**src/design/tac_pkg.sv**
```systemverilog
`timescale 1ns / 1ps
`default_nettype none

package tac_pkg;

  // field widths
  localparam int CMD_W        = 1;
  localparam int INTERVAL_W   = 24;
  localparam int RPM_W        = 26;
  localparam int PPR_W        = 7;
  localparam int TICK_W       = 10;
  localparam int DECAY_W      = 8;
  localparam int AGE_W        = 32;
  localparam int CFG_IDX_W    = 2;
  localparam int CFG_DATA_W   = 10;
  localparam int PROD_W       = INTERVAL_W + PPR_W;

  // command codes
  localparam logic [CMD_W-1:0] CMD_SAMPLE = 1'b0;
  localparam logic [CMD_W-1:0] CMD_TICK   = 1'b1;

  // register indexes
  localparam logic [CFG_IDX_W-1:0] REG_PPR   = 2'd0;
  localparam logic [CFG_IDX_W-1:0] REG_TICK  = 2'd1;
  localparam logic [CFG_IDX_W-1:0] REG_DECAY = 2'd2;

  // register reset values
  localparam logic [PPR_W-1:0]   PPR_RESET   = 7'd1;
  localparam logic [TICK_W-1:0]  TICK_RESET  = 10'd10;
  localparam logic [DECAY_W-1:0] DECAY_RESET = 8'd230;

  // arithmetic constants
  localparam logic [RPM_W-1:0]  RPM_NUMERATOR = 26'd60000000;

  typedef enum logic [2:0] {
    ST_IDLE,
    ST_MUL,
    ST_LOAD,
    ST_DIV,
    ST_FIN
  } state_t;

  typedef enum logic [1:0] {
    OP_SAMPLE,
    OP_AVG,
    OP_STALE
  } op_t;

endpackage

`default_nettype wire

```
**src/design/tac_ram.sv**
```systemverilog
`timescale 1ns / 1ps
`default_nettype none

module tac_ram #(
  parameter int WIDTH = 26,
  parameter int DEPTH = 8
) (
  input  logic                                    clk,
  input  logic                                    we,
  input  logic [((DEPTH > 1) ? $clog2(DEPTH) : 1)-1:0] waddr,
  input  logic [WIDTH-1:0]                        wdata,
  input  logic [((DEPTH > 1) ? $clog2(DEPTH) : 1)-1:0] raddr,
  output logic [WIDTH-1:0]                        rdata
);

  logic [WIDTH-1:0] mem [DEPTH];

  always_ff @(posedge clk) begin
    if (we) begin
      mem[waddr] <= wdata;
    end
    rdata <= mem[raddr];
  end

endmodule

`default_nettype wire

```
**src/design/tac_div.sv**
```systemverilog
`timescale 1ns / 1ps
`default_nettype none

module tac_div #(
  parameter int DW = 31,
  parameter int VW = 31
) (
  input  logic          clk,
  input  logic          rst,
  input  logic          start,
  input  logic [DW-1:0] dividend,
  input  logic [VW-1:0] divisor,
  output logic          done,
  output logic [DW-1:0] quotient
);

  localparam int CNT_W = (DW > 1) ? $clog2(DW) : 1;

  logic [DW-1:0]    quo;
  logic [VW-1:0]    rem;
  logic [CNT_W-1:0] cnt;
  logic             busy;
  logic [VW:0]      trial;
  logic [VW:0]      diff;
  logic             fits;

  // one quotient bit per cycle, restoring
  assign trial = {rem, quo[DW-1]};
  assign fits  = trial >= {1'b0, divisor};
  assign diff  = trial - {1'b0, divisor};

  always_ff @(posedge clk) begin
    if (rst) begin
      busy <= 1'b0;
      done <= 1'b0;
      cnt  <= '0;
    end else begin
      done <= 1'b0;
      if (start) begin
        busy <= 1'b1;
        cnt  <= CNT_W'(DW - 1);
      end else if (busy) begin
        if (cnt == '0) begin
          busy <= 1'b0;
          done <= 1'b1;
        end else begin
          cnt <= cnt - 1'b1;
        end
      end
    end
  end

  always_ff @(posedge clk) begin
    if (start) begin
      quo <= dividend;
      rem <= '0;
    end else if (busy) begin
      rem <= fits ? diff[VW-1:0] : trial[VW-1:0];
      quo <= {quo[DW-2:0], fits};
    end
  end

  assign quotient = quo;

endmodule

`default_nettype wire

```
**src/design/tachometer_rpm_average_decay_unit.sv**
```systemverilog
`timescale 1ns / 1ps
`default_nettype none

// tachometer with moving-average speed and stale-speed decay
// input channel (in_valid/in_ready): a beat is either an interval sample
//   (cmd 0, pulse_gap_us between hall pulses) or a periodic tick (cmd 1)
// output channel (out_valid/out_ready): one beat of rpm/decayed per tick that
//   reports; a sample never produces an output beat
// config channel (cfg_valid/cfg_ready, cfg_index, cfg_data): always ready;
//   0 pulses per rev, 1 tick period in ms, 2 decay factor in 1/256
// sequence: a sample or an averaging tick goes from its accept through the
//   multiply state, an operand load state, the bit-serial divider and the
//   finish state before the next accept, the divider setting the pace; a
//   stale-check tick skips the divider, and a zero-interval sample is dropped
//   at its accept
// throughput: one item at a time, in_ready is high only between items
// the window lives in a WINDOW-entry ram; the entry being replaced is read
//   while the divider runs and written back in the finish cycle
// reset (rst, synchronous): registers back to defaults, window empty, speed
//   and age zero; no clearing pass, unwritten entries are never used
// output stall: the result waits in the output register; a later reporting
//   tick holds in its finish cycle until that register is taken
module tachometer_rpm_average_decay_unit #(
  parameter int WINDOW = 8
) (
  input  logic                              clk,
  input  logic                              rst,
  input  logic                              in_valid,
  output logic                              in_ready,
  input  logic                              cmd,
  input  logic [tac_pkg::INTERVAL_W-1:0]    pulse_gap_us,
  output logic                              out_valid,
  input  logic                              out_ready,
  output logic [tac_pkg::RPM_W-1:0]         rpm,
  output logic                              decayed,
  input  logic                              cfg_valid,
  output logic                              cfg_ready,
  input  logic [tac_pkg::CFG_IDX_W-1:0]     cfg_index,
  input  logic [tac_pkg::CFG_DATA_W-1:0]    cfg_data
);

  import tac_pkg::*;

  localparam int AW   = (WINDOW > 1) ? $clog2(WINDOW) : 1;
  localparam int CW   = $clog2(WINDOW + 1);
  localparam int SUMW = RPM_W + $clog2(WINDOW);
  localparam int DW   = (SUMW > PROD_W) ? SUMW : PROD_W;

  // config registers
  logic [PPR_W-1:0]      ppr;
  logic [TICK_W-1:0]     tick_period;
  logic [DECAY_W-1:0]    decay_factor;

  // control
  state_t                state, state_next;
  op_t                   op;
  logic                  in_accept;
  logic                  div_start;
  logic                  div_done;
  logic                  out_load;
  logic                  out_free;
  logic                  ram_we;

  // datapath
  logic [INTERVAL_W-1:0] mul_a;
  logic [PPR_W-1:0]      ppr_eff;
  logic [PROD_W-1:0]     prod;
  logic [DW-1:0]         div_dividend;
  logic [PROD_W-1:0]     div_divisor;
  logic [DW-1:0]         div_quot;
  logic [RPM_W-1:0]      quot_rpm;
  logic [RPM_W-1:0]      ram_rdata;

  // tracked state
  logic [AW-1:0]         window_ptr;
  logic [CW-1:0]         window_count;
  logic [SUMW-1:0]       window_sum;
  logic [SUMW-1:0]       window_sum_next;
  logic                  window_full;
  logic                  sample_seen;
  logic [INTERVAL_W-1:0] last_interval;
  logic [RPM_W-1:0]      held_rpm;
  logic [AGE_W-1:0]      signal_age;
  logic [AGE_W:0]        age_sum;
  logic [AGE_W-1:0]      age_sat;
  logic [AGE_W+9:0]      age_us;
  logic                  stale_hit;
  logic [RPM_W+DECAY_W-1:0] decay_prod;
  logic [RPM_W-1:0]      decay_val;

  assign cfg_ready = 1'b1;
  assign in_ready  = (state == ST_IDLE);
  assign in_accept = in_valid && in_ready;
  assign out_free  = !out_valid || out_ready;

  // zero pulses per rev counts as one
  assign ppr_eff = (ppr == '0) ? PPR_W'(1) : ppr;

  // config writes
  always_ff @(posedge clk) begin
    if (rst) begin
      ppr          <= PPR_RESET;
      tick_period  <= TICK_RESET;
      decay_factor <= DECAY_RESET;
    end else if (cfg_valid && cfg_ready) begin
      case (cfg_index)
        REG_PPR:   ppr          <= cfg_data[PPR_W-1:0];
        REG_TICK:  tick_period  <= cfg_data[TICK_W-1:0];
        REG_DECAY: decay_factor <= cfg_data[DECAY_W-1:0];
        default: ;
      endcase
    end
  end

  // sequencer
  always_ff @(posedge clk) begin
    if (rst) begin
      state <= ST_IDLE;
    end else begin
      state <= state_next;
    end
  end

  always_comb begin
    state_next = state;
    div_start  = 1'b0;
    out_load   = 1'b0;
    ram_we     = 1'b0;
    case (state)
      ST_IDLE: begin
        // a zero interval is taken and dropped
        if (in_valid && (cmd == CMD_TICK || pulse_gap_us != '0)) begin
          state_next = ST_MUL;
        end
      end
      ST_MUL: begin
        // the stale check needs no division, straight to the finish
        if (op == OP_STALE) begin
          state_next = ST_FIN;
        end else begin
          state_next = ST_LOAD;
        end
      end
      ST_LOAD: begin
        div_start  = 1'b1;
        state_next = ST_DIV;
      end
      ST_DIV: begin
        if (div_done) begin
          state_next = ST_FIN;
        end
      end
      ST_FIN: begin
        case (op)
          OP_SAMPLE: begin
            ram_we     = 1'b1;
            state_next = ST_IDLE;
          end
          OP_AVG: begin
            if (out_free) begin
              out_load   = 1'b1;
              state_next = ST_IDLE;
            end
          end
          OP_STALE: begin
            if (!stale_hit) begin
              state_next = ST_IDLE;
            end else if (out_free) begin
              out_load   = 1'b1;
              state_next = ST_IDLE;
            end
          end
          default: state_next = ST_IDLE;
        endcase
      end
      default: state_next = ST_IDLE;
    endcase
  end

  // latch the item: samples multiply their own interval, stale ticks the last one
  always_ff @(posedge clk) begin
    if (in_accept) begin
      mul_a <= (cmd == CMD_SAMPLE) ? pulse_gap_us : last_interval;
      if (cmd == CMD_SAMPLE) begin
        op <= OP_SAMPLE;
      end else if (sample_seen) begin
        op <= OP_AVG;
      end else begin
        op <= OP_STALE;
      end
    end
  end

  // saturating age after this tick
  assign age_sum = {1'b0, signal_age} + (AGE_W + 1)'(tick_period);
  assign age_sat = age_sum[AGE_W] ? '1 : age_sum[AGE_W-1:0];

  // interval times pulses per rev, and the new age in us (1000 = 1024 - 16 - 8),
  // both registered ahead of use
  always_ff @(posedge clk) begin
    if (state == ST_MUL) begin
      prod   <= PROD_W'(mul_a) * PROD_W'(ppr_eff);
      age_us <= {age_sat, 10'd0} - {6'd0, age_sat, 4'd0} - {7'd0, age_sat, 3'd0};
    end
  end

  // one shared divider: rpm from period, window average
  always_comb begin
    case (op)
      OP_AVG: begin
        div_dividend = DW'(window_sum);
        div_divisor  = PROD_W'(window_count);
      end
      default: begin
        div_dividend = DW'(RPM_NUMERATOR);
        div_divisor  = prod;
      end
    endcase
  end

  tac_div #(
    .DW (DW),
    .VW (PROD_W)
  ) u_div (
    .clk      (clk),
    .rst      (rst),
    .start    (div_start),
    .dividend (div_dividend),
    .divisor  (div_divisor),
    .done     (div_done),
    .quotient (div_quot)
  );

  assign quot_rpm = div_quot[RPM_W-1:0];

  // window ram: the slot at window_ptr is read every cycle, so the entry
  // being replaced is on ram_rdata by the finish cycle
  tac_ram #(
    .WIDTH (RPM_W),
    .DEPTH (WINDOW)
  ) u_window (
    .clk   (clk),
    .we    (ram_we),
    .waddr (window_ptr),
    .wdata (quot_rpm),
    .raddr (window_ptr),
    .rdata (ram_rdata)
  );

  // running sum drops the oldest entry once the window is full
  assign window_full     = (window_count == CW'(WINDOW));
  assign window_sum_next = window_sum - (window_full ? SUMW'(ram_rdata) : '0)
                           + SUMW'(quot_rpm);

  // stale once the age passes one rotation period: age > prod / 1000 in ms
  // is the same as prod < age * 1000
  assign stale_hit = {11'd0, prod} < age_us;

  // q8 decay of the held speed
  assign decay_prod = (RPM_W + DECAY_W)'(held_rpm) * (RPM_W + DECAY_W)'(decay_factor);
  assign decay_val  = decay_prod[RPM_W+DECAY_W-1:DECAY_W];

  always_ff @(posedge clk) begin
    if (rst) begin
      window_ptr    <= '0;
      window_count  <= '0;
      window_sum    <= '0;
      sample_seen   <= 1'b0;
      last_interval <= '0;
      held_rpm      <= '0;
      signal_age    <= '0;
    end else if (state == ST_FIN) begin
      case (op)
        OP_SAMPLE: begin
          window_sum    <= window_sum_next;
          window_ptr    <= (window_ptr == AW'(WINDOW - 1)) ? '0 : window_ptr + 1'b1;
          if (!window_full) begin
            window_count <= window_count + 1'b1;
          end
          last_interval <= mul_a;
          sample_seen   <= 1'b1;
        end
        OP_AVG: begin
          if (out_free) begin
            held_rpm    <= quot_rpm;
            signal_age  <= '0;
            sample_seen <= 1'b0;
          end
        end
        OP_STALE: begin
          if (!stale_hit) begin
            signal_age <= age_sat;
          end else if (out_free) begin
            held_rpm   <= decay_val;
            signal_age <= '0;
          end
        end
        default: ;
      endcase
    end
  end

  // output register
  always_ff @(posedge clk) begin
    if (rst) begin
      out_valid <= 1'b0;
    end else if (out_load) begin
      out_valid <= 1'b1;
    end else if (out_ready) begin
      out_valid <= 1'b0;
    end
  end

  always_ff @(posedge clk) begin
    if (out_load) begin
      rpm     <= (op == OP_AVG) ? quot_rpm : decay_val;
      decayed <= (op == OP_STALE);
    end
  end

  // checks
  a_count_bound: assert property (@(posedge clk) disable iff (rst)
    window_count <= CW'(WINDOW))
    else $error("window count past window size");

  a_seen_has_data: assert property (@(posedge clk) disable iff (rst)
    sample_seen |-> window_count != '0)
    else $error("sample flagged with empty window");

  a_decay_shrinks: assert property (@(posedge clk) disable iff (rst)
    (out_load && op == OP_STALE) |=> rpm <= $past(held_rpm))
    else $error("decayed speed above held speed");

  a_div_done_in_wait: assert property (@(posedge clk) disable iff (rst)
    div_done |-> state == ST_DIV)
    else $error("divider finished outside its wait state");

endmodule

`default_nettype wire
```
**config.mk**
```make
export PLATFORM = sky130hd
export DESIGN_NAME = tachometer_rpm_average_decay_unit
export DESIGN_NICKNAME = d
export VERILOG_FILES = /design/src/design/tac_pkg.sv /design/src/design/tac_ram.sv /design/src/design/tac_div.sv /design/src/design/tachometer_rpm_average_decay_unit.sv
export SDC_FILE = /design/constraint.sdc
export NUM_CORES = 2
export LEC_CHECK = 0
export BUFFER_PORTS_ARGS = -buffer_cell sky130_fd_sc_hd__clkbuf_2
export CAP_MARGIN = 40
export CORE_MARGIN = 4
export CORE_UTILIZATION = 60
export DETAILED_ROUTE_END_ITERATION = 16
export PLACE_DENSITY = 0.77
export SETUP_SLACK_MARGIN = 0.02
export SYNTH_ARGS = -nofsm -noshare
export SYNTH_HDL_FRONTEND = slang
export SYNTH_SLANG_ARGS = --single-unit
```
**constraint.sdc**
```tcl
create_clock -name clk -period 7.85 [get_ports clk]
set_clock_uncertainty 0.1 [all_clocks]
set_input_delay 1.9625 -clock clk [delete_from_list [all_inputs] [get_ports clk]]
set_output_delay 1.9625 -clock clk [all_outputs]
set_load 0.05 [all_outputs]
```
==> metrics.md <==
| Metric | Value |
|---|---|
| RePlAce Congestion | roughly 0.92 |
| PostCTS Resize Cnt | 0 |
| Crit-path max cell delay | ~0.52 ns |
| Period utilization | 78.1% |
| Crit end category | register |
| Post-synth EDFFs | approximately 360 |
| Slew HR | between 30% and 40% |
| Ys Warns | 0 |
| Worst-path clk slew | about 0.060 ns |
| Antenna violations before repair | 0 |
| Final TNS setup | 0 ns |
| Stages on worst setup path | 20 |
| Crit-path slowest cell | fa_1 |
| Largest net degree at the start of global routing | 77 |
| Reg2Reg Setup Slack | 1.72 ns |
| Postcts setup bufs | 0 |
| Worst endpoint required time | 8.13 ns |
| Post-synth top cells | 502 x inv_1, 460 x nand2_1, 362 x edfxtp_1 |
| Post-DP Area | 41,900 µm² |
| Crit start category | register |
| Share of the synthesized area in the top cell type | 26.8% |
| Total wire length | 98.0 mm |
| Max-cap viol count | 0 |
| Main synth FF type | edfxtp_1 |
| Worst-path cell chain | ha_1 > fa_1 > a211o_1 > a2111oi_2 > o21ai_2 > and4bb_1 > nor2_1 > inv_1 > fa_1 > inv_1 > ha_1 > a21o_1 > a31o_2 > o211ai_1 > a21oi_1 > o22a_1 > a221o_1 > o41ai_2 > o21ai_0 > xor2_1 |
| CTS tree | done |
| Synthesized instance count | slightly above 4,000 |
| Cell area after layout | approximately 44,000 µm² |
| PortBufs | 70 |
| Final setup violating endpoints | 0 |
| Max Freq | about 0.16 GHz |
| Area contributors post-synth | edfxtp_1 27%, fa_1 15%, dfxtp_1 10%, ha_1 7.7%, inv_1 4.6% |
| Avg Cell Area, Syn | 9.88 µm² |
| Arrival time worst endpoint | 6.42 ns |
| Final Total Pwr | slightly above 9 mW |
| WL per Instance | 19.4 µm |
| Worst VDD drop | 0.000190 V |
| Clock Sinks | about 570 |
| Synthesized area | between 40,000 and 50,000 µm² |
| CORE AREA | 67,000 µm² |
| Vias per std cell | 5.91 |
| Area growth syn-to-layout | 8.51% |
| Pwr per Cell Area | slightly above 200 nW/µm² |
| R2R Path End | age_us[31] |
| Clk_lat worst skew | 0.65 ns |
| TritonRoute pass-1 iters | 6 |
| R2R cell count | 20 |
| FILL cells | roughly 5,200 |
| Worst Setup SP | tick_period[0] |
| ANT cells | 0 |
| First-pass GRT wire length | 159 mm |
| DIE AREA | between 70,000 and 80,000 µm² |
| Detail Route Antenna Nets | 0 |
| # hold bufs at CTS | 0 |
| Final worst path period need | 6.13 ns |
| Initial DRC count | ~2,600 |
| Die Ht | 268 µm |
| Vias in the first global route | 30,215 |
| R2R Path Start | tick_period[0] |
| Root Buffer | clkbuf_16 |
| Starting Density | 60.5% |
| Final Max Slew Viols | 0 |
| Hold Vio Cnt, Final | 0 |
| Lkg Pwr | 18.8 nW |
| Crit path buffers/inverters | 2 |
| HP Class | reg -> reg |
| Worst Min Path Start | last_interval[19] |
| Fraction of layout cells with a size suffix above 1 | slightly above 7% |
| Worst-Margin Slew | ~0.95 ns |
| Grt total ovfl | 0 |
| Total global-route track usage | 27.6% |
| CP top delay family | compound AO/OA/AOI/OAI gates |
| Max H-tree Level | 2 |
| Die width | around 270 µm |
| Critical path class | reg -> reg |
| Syn nets | approximately 4,700 |
| Async SR Flop Fraction | 0% |
| Synth area leader | edfxtp_1 |
| Status | finished clean |
| Most frequent cell after synthesis | inv_1 |
| DR DRC count | 0 |
| Total number of vias | 29,806 |
| Worst-case hold slack | 0.351 ns |
| CP Max Fanout | 13 |
| Sequential share of the synthesized area | 37.3% |
| DP HPWL | 69.6 mm |
| Top-Level Pins | 72 |
| Library cells used by synthesis | 94 |
| Num CTS Buffers | 59 |
| Synth Register Bits | about 570 |
| Hold Path Stages | 2 |
| Fin nets | between 4,000 and 5,000 |
| Worst Hold Path EP | last_interval[19] |
| Rows | 95 |
| RSZ-0062 raised after global routing | false |
| Max Buffers Root-to-Sink | 3 |
[sequential cells by signal (all words and copies together), names as in the netlist, 4 cells and up]
| name | cells |
|---|---|
| held_rpm | 26 |
| window_sum | 29 |
| window_count | 4 |
| last_interval | 24 |
| u_div.rem | 31 |
| prod | 31 |
| age_us | 39 |
| ppr | 7 |
| u_div.quotient | 31 |
| mul_a | 24 |
| decay_factor | 8 |
| tick_period | 10 |
| u_window.rdata | 26 |
| u_div.cnt | 5 |
| rpm | 26 |
| u_window.mem | 208 |
| signal_age | 32 |
[cells in the final DEF, fill, tap and decap left out, types with 28 or more instances in the layout]
| cell | netlist | layout |
|---|---|---|
| nor3_1 | 33 | 31 |
| a211oi_1 | 35 | 35 |
| nor2_1 | 178 | 175 |
| edfxtp_1 | 362 | 362 |
| nand4_1 | 58 | 58 |
| a21o_1 | 58 | 58 |
| clkbuf_16 | 0 | 59 |
| and3_1 | 32 | 31 |
| a21oi_1 | 209 | 208 |
| a22oi_1 | 114 | 114 |
| xnor2_1 | 99 | 99 |
| ha_1 | 251 | 250 |
| mux2i_1 | 43 | 43 |
| clkbuf_2 | 2 | 69 |
| dfxtp_1 | 212 | 212 |
| xor2_1 | 53 | 53 |
| buf_4 | 3 | 42 |
| and2_1 | 268 | 267 |
| o21bai_1 | 30 | 30 |
| fa_1 | 305 | 305 |
| nand2b_1 | 28 | 28 |
| inv_1 | 502 | 502 |
| mux2_2 | 32 | 32 |
| nand3_1 | 86 | 85 |
| o21ai_0 | 209 | 209 |
| nand2_1 | 460 | 460 |
[metrics by stage]
| stage | setup slack (ns) | instances | utilization, % |
|---|---|---|---|
| final | 1.72 | 5042 | 65.6 |
| after global routing | 1.22 | 5042 | 65.6 |
| after CTS | 1.72 | 5040 | 65.6 |
| after detailed placement | 1.75 | 4928 | 62.4 |
| after global placement | 1.63 | 4916 | 62.1 |
| after floorplan | 2.23 | 4104 | - |
[power by group]
group | internal [mW] | switching (mW) | total (mW)
sequential | 3.49 | 0.226 | 3.72
clock | 1.78 | 1.23 | 3.01
combinational | 0.972 | 1.42 | 2.39
total | 6.25 | 2.87 | 9.11
[per-layer routing]
layer	up-vias	global-route usage (%)	wire length, µm
met2	869	48.5	49100
met5	-	0	0
met4	0	12.6	4920
li1	14066	-	-
met1	14623	34.8	39100
met3	248	2.79	4860
[cell type report]
cell class / instances / area [µm²] / area share, %
clock buffers: 82 / 1660 / 3.78
repair buffers: 123 / 891 / 2.03
inverters: 503 / 1890 / 4.29
clock inverters: 30 / 433 / 0.984
multi-input cells: 2857 / 22900 / 52.1
flip-flops and latches: 574 / 15100 / 34.4
well taps: 873 / 1090 / 2.48
[tightest hold or removal path, stage by stage, from the launching register on]
cell and delay [ns]:
dfxtp_1 0.30, nand2_1 0.05, a21oi_1 0.05
[worst max-delay path by stage]
stage | endpoint | slack, ns
after floorplan | age_us[40] | 2.23
after global placement | age_us[40] | 1.63
after detailed placement | age_us[40] | 1.75
after CTS | age_us[40] | 1.72
after global routing | age_us[31] | 1.22
final | age_us[31] | 1.72
[cell families (layout without fill, tap and decap cells)]
kind of cell / after synthesis / count (layout) / synth area share (%)
and+or+nand+nor: 1248 / 1248 / 15.3
AOI/OAI and AO/OA: 825 / 825 / 13.0
buffers and inverters: 673 / 738 / 6.37
DFF: 574 / 574 / 37.3
adders and majority gates: 556 / 556 / 22.8
xor gates and xnor gates: 152 / 152 / 3.28
muxes: 75 / 75 / 1.95
other: 1 / 1 / 0.00925
Power figures use the tool's default switching activity.
